**src/sv/lpd_pkg.sv**
```systemverilog
// Shared types and codes for the length-prefixed deframer.
// No dependencies; imported by every module of the block.
package lpd_pkg;

  // Length header bytes that fit the 32-bit frame length (LSB-first order)
  localparam int LEN_BYTES = 4;

  // Input transaction kinds
  localparam logic KIND_BYTE   = 1'b0;
  localparam logic KIND_RESUME = 1'b1;

  // Configuration register indexes
  localparam logic [0:0] CFG_MAX_LENGTH = 1'b0;
  localparam logic [0:0] CFG_MSB_FIRST  = 1'b1;

  localparam logic [31:0] MAX_LENGTH_RST = 32'd1048576;

  typedef enum logic [1:0] {
    PH_HEADER  = 2'd0,
    PH_PAYLOAD = 2'd1,
    PH_DISCARD = 2'd2
  } lpd_phase_t;

  typedef struct packed {
    logic        kind;
    logic [7:0]  data_byte;
    logic [31:0] buffer_free;
  } lpd_in_t;

  typedef struct packed {
    logic        consumed;
    logic        payload_valid;
    logic [7:0]  payload_byte;
    logic        payload_last;
    logic        frame_discarded;
    logic        paused;
    logic [31:0] discard_count;
  } lpd_out_t;

  // Frame tracking state, excluding the header byte count
  typedef struct packed {
    lpd_phase_t  phase;
    logic        pause;
    logic [31:0] frame_length;
    logic [31:0] bytes_done;
    logic [31:0] discarded;
  } lpd_state_t;

endpackage

```
**src/sv/lpd_step.sv**
```systemverilog
// Per-transaction next-state and result logic of the deframer.
// Depends on lpd_pkg. Purely combinational.
module lpd_step
  import lpd_pkg::*;
#(
  parameter int HEADER_BYTES = 4,
  parameter int CW           = 3
) (
  input  lpd_state_t  st,
  input  logic [CW-1:0] hcnt,
  input  lpd_in_t     item,
  input  logic [31:0] max_length,
  input  logic        msb_first,
  output lpd_state_t  st_nxt,
  output logic [CW-1:0] hcnt_nxt,
  output lpd_out_t    res
);

  logic [31:0]   len_base;
  logic [31:0]   len_asm;
  logic [1:0]    hpos;
  logic [CW-1:0] hcnt_inc;
  logic          hdr_done;
  logic [31:0]   done_inc;
  logic          done_end;
  logic [31:0]   disc_inc;
  logic [31:0]   dec_len;
  logic          dec_zero;
  logic          dec_over;
  logic          dec_fit;
  logic          run_dec;
  logic          f_consumed;
  logic          f_valid;
  logic          f_last;
  logic          f_disc;

  // Header assembly, counter increments and length-decision terms
  always_comb begin
    len_base = (hcnt == '0) ? 32'd0 : st.frame_length;
    hpos     = 2'(hcnt);
    if (msb_first) begin
      len_asm = {len_base[23:0], item.data_byte};
    end else if (32'(hcnt) < 32'(LEN_BYTES)) begin
      len_asm = len_base | (32'(item.data_byte) << {hpos, 3'b000});
    end else begin
      len_asm = len_base;
    end
    hcnt_inc = CW'(hcnt + CW'(1));
    hdr_done = 32'(hcnt_inc) >= 32'(HEADER_BYTES);
    done_inc = st.bytes_done + 32'd1;
    done_end = done_inc >= st.frame_length;
    disc_inc = st.discarded + 32'd1;
    dec_len  = (item.kind == KIND_RESUME) ? st.frame_length : len_asm;
    dec_zero = dec_len == 32'd0;
    dec_over = dec_len > max_length;
    dec_fit  = dec_len <= item.buffer_free;
  end

  // Next state
  always_comb begin
    st_nxt     = st;
    hcnt_nxt   = hcnt;
    run_dec    = 1'b0;
    f_consumed = 1'b0;
    f_valid    = 1'b0;
    f_last     = 1'b0;
    f_disc     = 1'b0;
    if (item.kind == KIND_RESUME) begin
      if (st.pause) begin
        st_nxt.pause = 1'b0;
        run_dec      = 1'b1;
      end
    end else if (!st.pause) begin
      f_consumed = 1'b1;
      unique case (st.phase)
        PH_PAYLOAD: begin
          f_valid          = 1'b1;
          st_nxt.bytes_done = done_inc;
          if (done_end) begin
            f_last            = 1'b1;
            st_nxt.phase      = PH_HEADER;
            st_nxt.bytes_done = '0;
          end
        end
        PH_DISCARD: begin
          st_nxt.bytes_done = done_inc;
          if (done_end) begin
            f_disc            = 1'b1;
            st_nxt.discarded  = disc_inc;
            st_nxt.phase      = PH_HEADER;
            st_nxt.bytes_done = '0;
          end
        end
        default: begin
          st_nxt.phase        = PH_HEADER;
          st_nxt.frame_length = len_asm;
          hcnt_nxt            = hcnt_inc;
          if (hdr_done) begin
            hcnt_nxt = CW'(HEADER_BYTES);
            run_dec  = 1'b1;
          end
        end
      endcase
    end

    // Length decision on a complete header, or on a resume while paused
    if (run_dec) begin
      priority if (dec_zero) begin
        f_disc            = 1'b1;
        st_nxt.discarded  = disc_inc;
        st_nxt.phase      = PH_HEADER;
        hcnt_nxt          = '0;
        st_nxt.bytes_done = '0;
      end else if (dec_over) begin
        st_nxt.phase      = PH_DISCARD;
        hcnt_nxt          = '0;
        st_nxt.bytes_done = '0;
      end else if (dec_fit) begin
        st_nxt.phase      = PH_PAYLOAD;
        hcnt_nxt          = '0;
        st_nxt.bytes_done = '0;
      end else begin
        st_nxt.pause = 1'b1;
      end
    end
  end

  // Result fields
  always_comb begin
    res.consumed        = f_consumed;
    res.payload_valid   = f_valid;
    res.payload_byte    = f_valid ? item.data_byte : 8'd0;
    res.payload_last    = f_last;
    res.frame_discarded = f_disc;
    res.paused          = st_nxt.pause;
    res.discard_count   = st_nxt.discarded;
  end

endmodule

```
**src/sv/length_prefixed_deframer.sv**
```systemverilog
// Top level of the length-prefixed deframer: registers, handshakes, config.
// Depends on lpd_pkg and lpd_step.
//
// Usage:
//  - Input channel (in_valid/in_stall/in_data): one transaction per stream
//    byte (kind byte) or per resume notice (kind resume) with the current
//    free space of the receive buffer.
//  - Result channel (out_valid/out_stall/out_data): exactly one result per
//    input transaction, in order: consumed flag, payload byte with last
//    marker, discard pulse, pause flag and running discard count.
//  - Config port: cfg_we with cfg_index 0 writes max_length, index 1 writes
//    the header byte order. Write only while no transaction is in flight.
//  - Path: a taken input is held in the input register, passes through
//    the step and is registered in the result register.
//  - Throughput: one transaction per cycle unless out_stall holds the
//    result; the frame state updates in the single step between them.
//  - Reset (rst_n low, synchronous): both stages empty, header phase, not
//    paused, discard count zero, max_length 1048576, LSB-first header.
//  - Receiver stall: the result register holds; the input register drains
//    only when the result register frees, so in_stall rises once it is full.
module length_prefixed_deframer
  import lpd_pkg::*;
#(
  parameter int HEADER_BYTES = 4
) (
  input  logic        clk,
  input  logic        rst_n,
  input  logic        cfg_we,
  input  logic [0:0]  cfg_index,
  input  logic [31:0] cfg_wdata,
  input  logic        in_valid,
  output logic        in_stall,
  input  lpd_in_t     in_data,
  output logic        out_valid,
  input  logic        out_stall,
  output lpd_out_t    out_data
);

  localparam int CW = $clog2(HEADER_BYTES + 1);

  // Configuration
  logic [31:0] max_len_r;
  logic        msb_first_r;

  // Input stage
  logic        s1_valid_r;
  lpd_in_t     s1_item_r;

  // Frame state
  lpd_state_t    st_r;
  lpd_state_t    st_nxt;
  logic [CW-1:0] hcnt_r;
  logic [CW-1:0] hcnt_nxt;

  // Result stage
  logic        out_valid_r;
  lpd_out_t    out_data_r;
  lpd_out_t    res;

  logic        res_en;   // result register free to load
  logic        advance;  // input stage moves through the step
  logic        in_take;

  assign res_en   = !out_valid_r || !out_stall;
  assign advance  = s1_valid_r && res_en;
  assign in_stall = s1_valid_r && !res_en;
  assign in_take  = in_valid && !in_stall;

  always_ff @(posedge clk) begin
    if (!rst_n) begin
      max_len_r   <= MAX_LENGTH_RST;
      msb_first_r <= 1'b0;
    end else if (cfg_we) begin
      unique case (cfg_index)
        CFG_MAX_LENGTH: max_len_r   <= cfg_wdata;
        CFG_MSB_FIRST:  msb_first_r <= cfg_wdata[0];
        default:        max_len_r   <= max_len_r;
      endcase
    end
  end

  // Input register
  always_ff @(posedge clk) begin
    if (!rst_n) begin
      s1_valid_r <= 1'b0;
    end else if (in_take) begin
      s1_valid_r <= 1'b1;
    end else if (advance) begin
      s1_valid_r <= 1'b0;
    end
  end

  always_ff @(posedge clk) begin
    if (in_take) begin
      s1_item_r <= in_data;
    end
  end

  lpd_step #(
    .HEADER_BYTES (HEADER_BYTES),
    .CW           (CW)
  ) u_step (
    .st         (st_r),
    .hcnt       (hcnt_r),
    .item       (s1_item_r),
    .max_length (max_len_r),
    .msb_first  (msb_first_r),
    .st_nxt     (st_nxt),
    .hcnt_nxt   (hcnt_nxt),
    .res        (res)
  );

  // Frame state commits as the transaction enters the result register
  always_ff @(posedge clk) begin
    if (!rst_n) begin
      st_r.phase        <= PH_HEADER;
      st_r.pause        <= 1'b0;
      st_r.frame_length <= '0;
      st_r.bytes_done   <= '0;
      st_r.discarded    <= '0;
      hcnt_r            <= '0;
    end else if (advance) begin
      st_r   <= st_nxt;
      hcnt_r <= hcnt_nxt;
    end
  end

  // Result register
  always_ff @(posedge clk) begin
    if (!rst_n) begin
      out_valid_r <= 1'b0;
    end else if (res_en) begin
      out_valid_r <= s1_valid_r;
    end
  end

  always_ff @(posedge clk) begin
    if (advance) begin
      out_data_r <= res;
    end
  end

  assign out_valid = out_valid_r;
  assign out_data  = out_data_r;

endmodule

```
**config.mk**
```make
export PLATFORM = sky130hd
export DESIGN_NAME = length_prefixed_deframer
export DESIGN_NICKNAME = d
export VERILOG_FILES = /design/src/sv/lpd_pkg.sv /design/src/sv/lpd_step.sv /design/src/sv/length_prefixed_deframer.sv
export SDC_FILE = /design/constraint.sdc
export NUM_CORES = 1
export LEC_CHECK = 0
export ABC_CLOCK_PERIOD_IN_PS = 9200
export BUFFER_PORTS_ARGS = -buffer_cell sky130_fd_sc_hd__clkbuf_2
export CORE_MARGIN = 1
export CORE_UTILIZATION = 40
export CTS_CLUSTER_DIAMETER = 80
export DETAILED_ROUTE_END_ITERATION = 6
export PLACE_DENSITY = 0.6
export SYNTH_ARGS = -nofsm -noshare
export SYNTH_HDL_FRONTEND = slang
export SYNTH_SLANG_ARGS = --single-unit
```
**constraint.sdc**
```tcl
create_clock -name clk -period 9.2 [get_ports clk]
set_input_delay 2.76 -clock clk [delete_from_list [all_inputs] [get_ports clk]]
set_output_delay 2.76 -clock clk [all_outputs]
set_load 0.005 [all_outputs]
```
Word-level counts from Yosys, hierarchy flattened:

Index checks and enable logic that the tools add are counted.

* flip-flop bits (word level): 223
* bits of input ports: 79
* output and inout port bits: 47

* $lt $le $gt $ge: 5
* equality and inequality tests: 2
* reductions and logical operators: 16
* add/sub/neg operators: 3
* mux-type cells: 52
* shifts and indexed selects: 1
* bitwise operators: 6

Operator list (count)
* $mux W32: 10
* $mux W64: 4
* $add A32 B1 Y32 const B: 2
* $pmux W32 S2: 1
* $ge A32 B32 Y1: 1
* $gt A32 B32 Y1: 1
* $le A32 B32 Y1: 1
* $logic_not A32 Y1: 1
* $or A32 B32 Y32: 1
* $shl A8 B5 Y32: 1
* $mux W3: 9
* $mux W1: 21
* $mux W2: 7
* $not A1 Y1: 5
* $logic_not A1 Y1: 4
* $reduce_and A2 Y1: 2
* $reduce_and A4 Y1: 1
* $add A3 B1 Y3 const B: 1
* $ge A3 B3 Y1 const B: 1
* $logic_and A1 B1 Y1: 3
* $logic_not A3 Y1: 1
* $lt A3 B3 Y1 const B: 1
* $reduce_or A3 Y1: 1
* $eq A2 B1 Y1 const B: 1
* other kinds (4): 4

Depth between registers and ports, before layout:

* depth in word-level cells: 11
* gate-level depth with buffers: 20

Hierarchy:

A second synthesis with hierarchy kept.

* cell total of the unflattened synthesis: 1675
* area total of the unflattened synthesis: 14153.6 um^2

Modules (own cells, without submodules)
* length_prefixed_deframer: cells an instance 692, seq. area each 5325.1 um^2, instances 1, area each 7564.8 um^2
* lpd_step: cells an instance 983, seq. area each 0.0 um^2, instances 1, area each 6588.8 um^2

Worst setup path before layout:

No wires, ideal clock.

* kind: input-to-output
* start: in out_stall
* end: out in_stall
* stages on the path: 1
* path buffers: 0
* slack: 3.492 ns
* arrival: 2.948 ns
* path through: and3_1

* word-level cells in the longest chain between the ends: 4

Ends and longest elaborated chain
* start, declared: line length_prefixed_deframer.sv:35 `input logic out_stall,`
* $logic_not A1 Y1: line length_prefixed_deframer.sv:64 `assign res_en = !out_valid_r || !out_stall;`
* $logic_or A1 B1 Y1: line length_prefixed_deframer.sv:64
* $logic_not A1 Y1: line length_prefixed_deframer.sv:66 `assign in_stall = s1_valid_r && !res_en;`
* $logic_and A1 B1 Y1: line length_prefixed_deframer.sv:66
* end, declared: line length_prefixed_deframer.sv:32 `output logic in_stall,`

Every way passes these cells.

Worst setup path in the final report:

Same ends and word-level chain as after synthesis.

==> flow_summary_export.csv <==
group,metric,value,unit
run_status,status,"complete, no violations",
timing,tns,0,ns
worst_hold_path,hold_depth,2,
cells_and_area,mostFrequentLayoutCell,"nand2_1",
cts,cts.sinks,223,
timing,relSlewSlack,0.198,
yosys,muxShareOfSynthArea,0.0259,
timing,layout_min_cycle_time,6.01,ns
cts,cts_root_buf,"clkbuf_16",
cells_and_area,areaGrowthSynthToFinish,13.5,%
setup_path,rr_worst_depth,18,
yosys,ys_types,73,
die,core,0.0336,sq mm
yosys,yosys.area_share.xor_xnor,0.0397,
setup_path,cp-end-kind,"output port",
cells_and_area,drive_gt1_frac,0.125,
yosys,async_flop_share,0,
cells_and_area,final_cells,2118,
timing,setup_viol,0,
timing,setup_slack,3.19,ns
yosys,synth-simple-area-share,0.188,
placed_design,gp_congestion,0.956,
yosys,synthAdderAreaFrac,0.0933,
timing,drv_slew,0,
setup_path,crit_required,6.44,ns
routing,wirelength,36700,um
placed_design,pre_cts_ws,3.20,ns
yosys,synth_seq_cells,223,
die,start_util,0.407,
cts,cts_buffer_depth,3,
setup_path,arrival,3.25,ns
die,num_rows,67,
routing,initialDrtViolationCount,978,
setup_path,critical_path_class,"in -> out",
cts,cts_setup_buffers,0,
grt,grt_use_total,0.206,
routing,vias,12100,
yosys,synth_edf_count,86,
power_and_ir_drop,pwr-share-comb,0.112,
job,drv_cap,0,
die,io_pins,126,
yosys,syn_nets,1754,
cts,numCtsBuffers,26,
setup_path,cp-start-kind,"primary input",
yosys,synth_top_family_by_area,"compound AO/OA/AOI/OAI gates",
grt,grt_pass1_vias,11200,
yosys,ys_warn_count,0,
cts,holdBufCountCts,0,
routing,drc_errors,0,
grt,grt_start_max_net_pins,80,
cells_and_area,mostFrequentLayoutCells,"nand2_1 (199), dfxtp_1 (137), a21oi_1 (129)",
power_and_ir_drop,power_frac_seq,0.447,
timing,hold_viol_final,0,
power_and_ir_drop,power.density,156,mW/mm^2
cts,htreeDepth,1,
yosys,syn_area,0.0137,sq mm
yosys,synthTopCellsByArea,"dfxtp_1 (20%), edfxtp_1 (19%), ha_1 (9.3%), nand2_1 (5.5%), a21oi_1 (4.8%)",
placed_design,io_buffers,125,
die,dieArea,0.0350,sq mm
yosys,synth_top_area_cell,"dfxtp_1",
power_and_ir_drop,intPower,0.00180,W
timing,rsz0062_at_grt,"false",
grt,grt_remaining_overflow,0,
routing,avgRoutedWirePerCell,17.3,um
placed_design,dp_hpwl,26400,um
yosys,yosysTopAreaCellShare,0.200,
yosys,synth.avg_cell_area,8.70,sq um
cts,cts_tree,"built",
yosys,synth_seq_area_share,0.389,
yosys,synth_compound_area_frac,0.205,
worst_hold_path,hold_path_class,"reg -> reg",
cells_and_area,diodes,0,
timing,max_clock_freq,166,MHz
timing,fin_worst_skew,0.0137,ns
die,chipHeight,187,um
grt,grt_pass1_wl,59000,um
power_and_ir_drop,p_sw,0.000621,W
routing,drt_first_pass_iters,6,
cts,cts_resized,0,
routing,ant_nets,0,
timing,final.period_utilization,0.653,
yosys,synthFlopType,"dfxtp_1",
routing,vias_per_cell,5.69,
power_and_ir_drop,clockPowerShare,0.440,
cts,path_clk_slew,0.06,ns
placed_design,placed_cells,2070,
timing,tightest_slew,1.20,ns
grt,antenna_found_initial,0,
setup_path,critPathMaxFanout,3,
cts,insertion_delay,0.53,ns
yosys,synthCells,1573,
power_and_ir_drop,ir_drop,0.126,mV
cells_and_area,nNetsFinal,1831,
die,die_w,187,um
power_and_ir_drop,p_leak,6.28,nW
power_and_ir_drop,p_sw_frac,0.257,
cells in the mapped netlist (all sizes together), types with 11 or more instances:
library cell and number:
a221oi 19, ha 102, a31oi 14, nor3 23
nand2b 32, a21o 14, o211ai 29, a211o 11
nand4 34, nand2 199, a21oi 130, o21ai 66
edfxtp 86, clkbuf 66, nor4 14, nand3 44
buf 27, a22o 25, o22ai 11, a22oi 32
dfxtp 137, inv 112, nor2 76, and3 33
a211oi 12, xnor2 45, mux2i 32, xor2 17
nor2b 27
power by group through the flow:
stage,Combinational (W),Sequential (W),Clock [W]
after floorplan,0.000179,0.00109,0
after detailed placement,0.000268,0.00110,0
after global placement,0.000261,0.00110,0
final,0.000271,0.00108,0.00106
after CTS,0.000269,0.00108,0.00109
after global routing,0.000302,0.00108,0.00112
sequential cells by signal, summed over array words and instances, names as in the netlist:
signal	cells
s1_valid_r	1
max_len_r	32
out_data	45
out_valid	1
msb_first_r	1
s1_item_r	41
st_r	99
hcnt_r	3
metal layers:
metal	track usage	part of all wire	vias up
met1	0.280	0.45	5628
met2	0.336	0.46	467
li1	-	-	5893
met5	0	0	-
met4	0.0580	0.026	0
met3	0.0336	0.069	64
per-stage QoR:
stage	util	cell area, sq um	power, W	hold WS (ns)
after floorplan	-	13700	0.00127	0.436
after global placement	0.436	14600	0.00136	0.446
after detailed placement	0.436	14600	0.00137	0.447
after CTS	0.462	15500	0.00244	0.455
after global routing	0.462	15500	0.00251	0.478
final	0.462	15500	0.00242	0.454
path summary, 6_finish.rpt:
kind                                   start           end  slack, ns
worst max-delay path               out_stall      in_stall       3.19
worst min-delay path            max_len_r[9]  max_len_r[9]       0.45
worst max register to register      st_r[32]   out_data[1]       3.45
worst min register to register  max_len_r[9]  max_len_r[9]       0.45
cell type report:
type | count | area [sq um]
repair buffers | 142 | 753
well taps | 448 | 561
multi-input cells | 1143 | 7580
clock buffers | 34 | 732
clock inverters | 14 | 156
inverters | 114 | 428
fillers | 3314 | 18100
flip-flops and latches | 223 | 5330
critical path: stages:
cell      delay [ns]
clkbuf_2        0.10
and3_1          0.25
clkbuf_2        0.14
kinds of logic (layout without fill, tap and decap cells):
family	Yosys count	in the layout
compound gates	422	422
fa+ha+maj	102	102
mux	35	35
flops	223	223
buf+inv	207	304
simple gates	522	522
xor+xnor	62	62
Power figures use the tool's default switching activity.
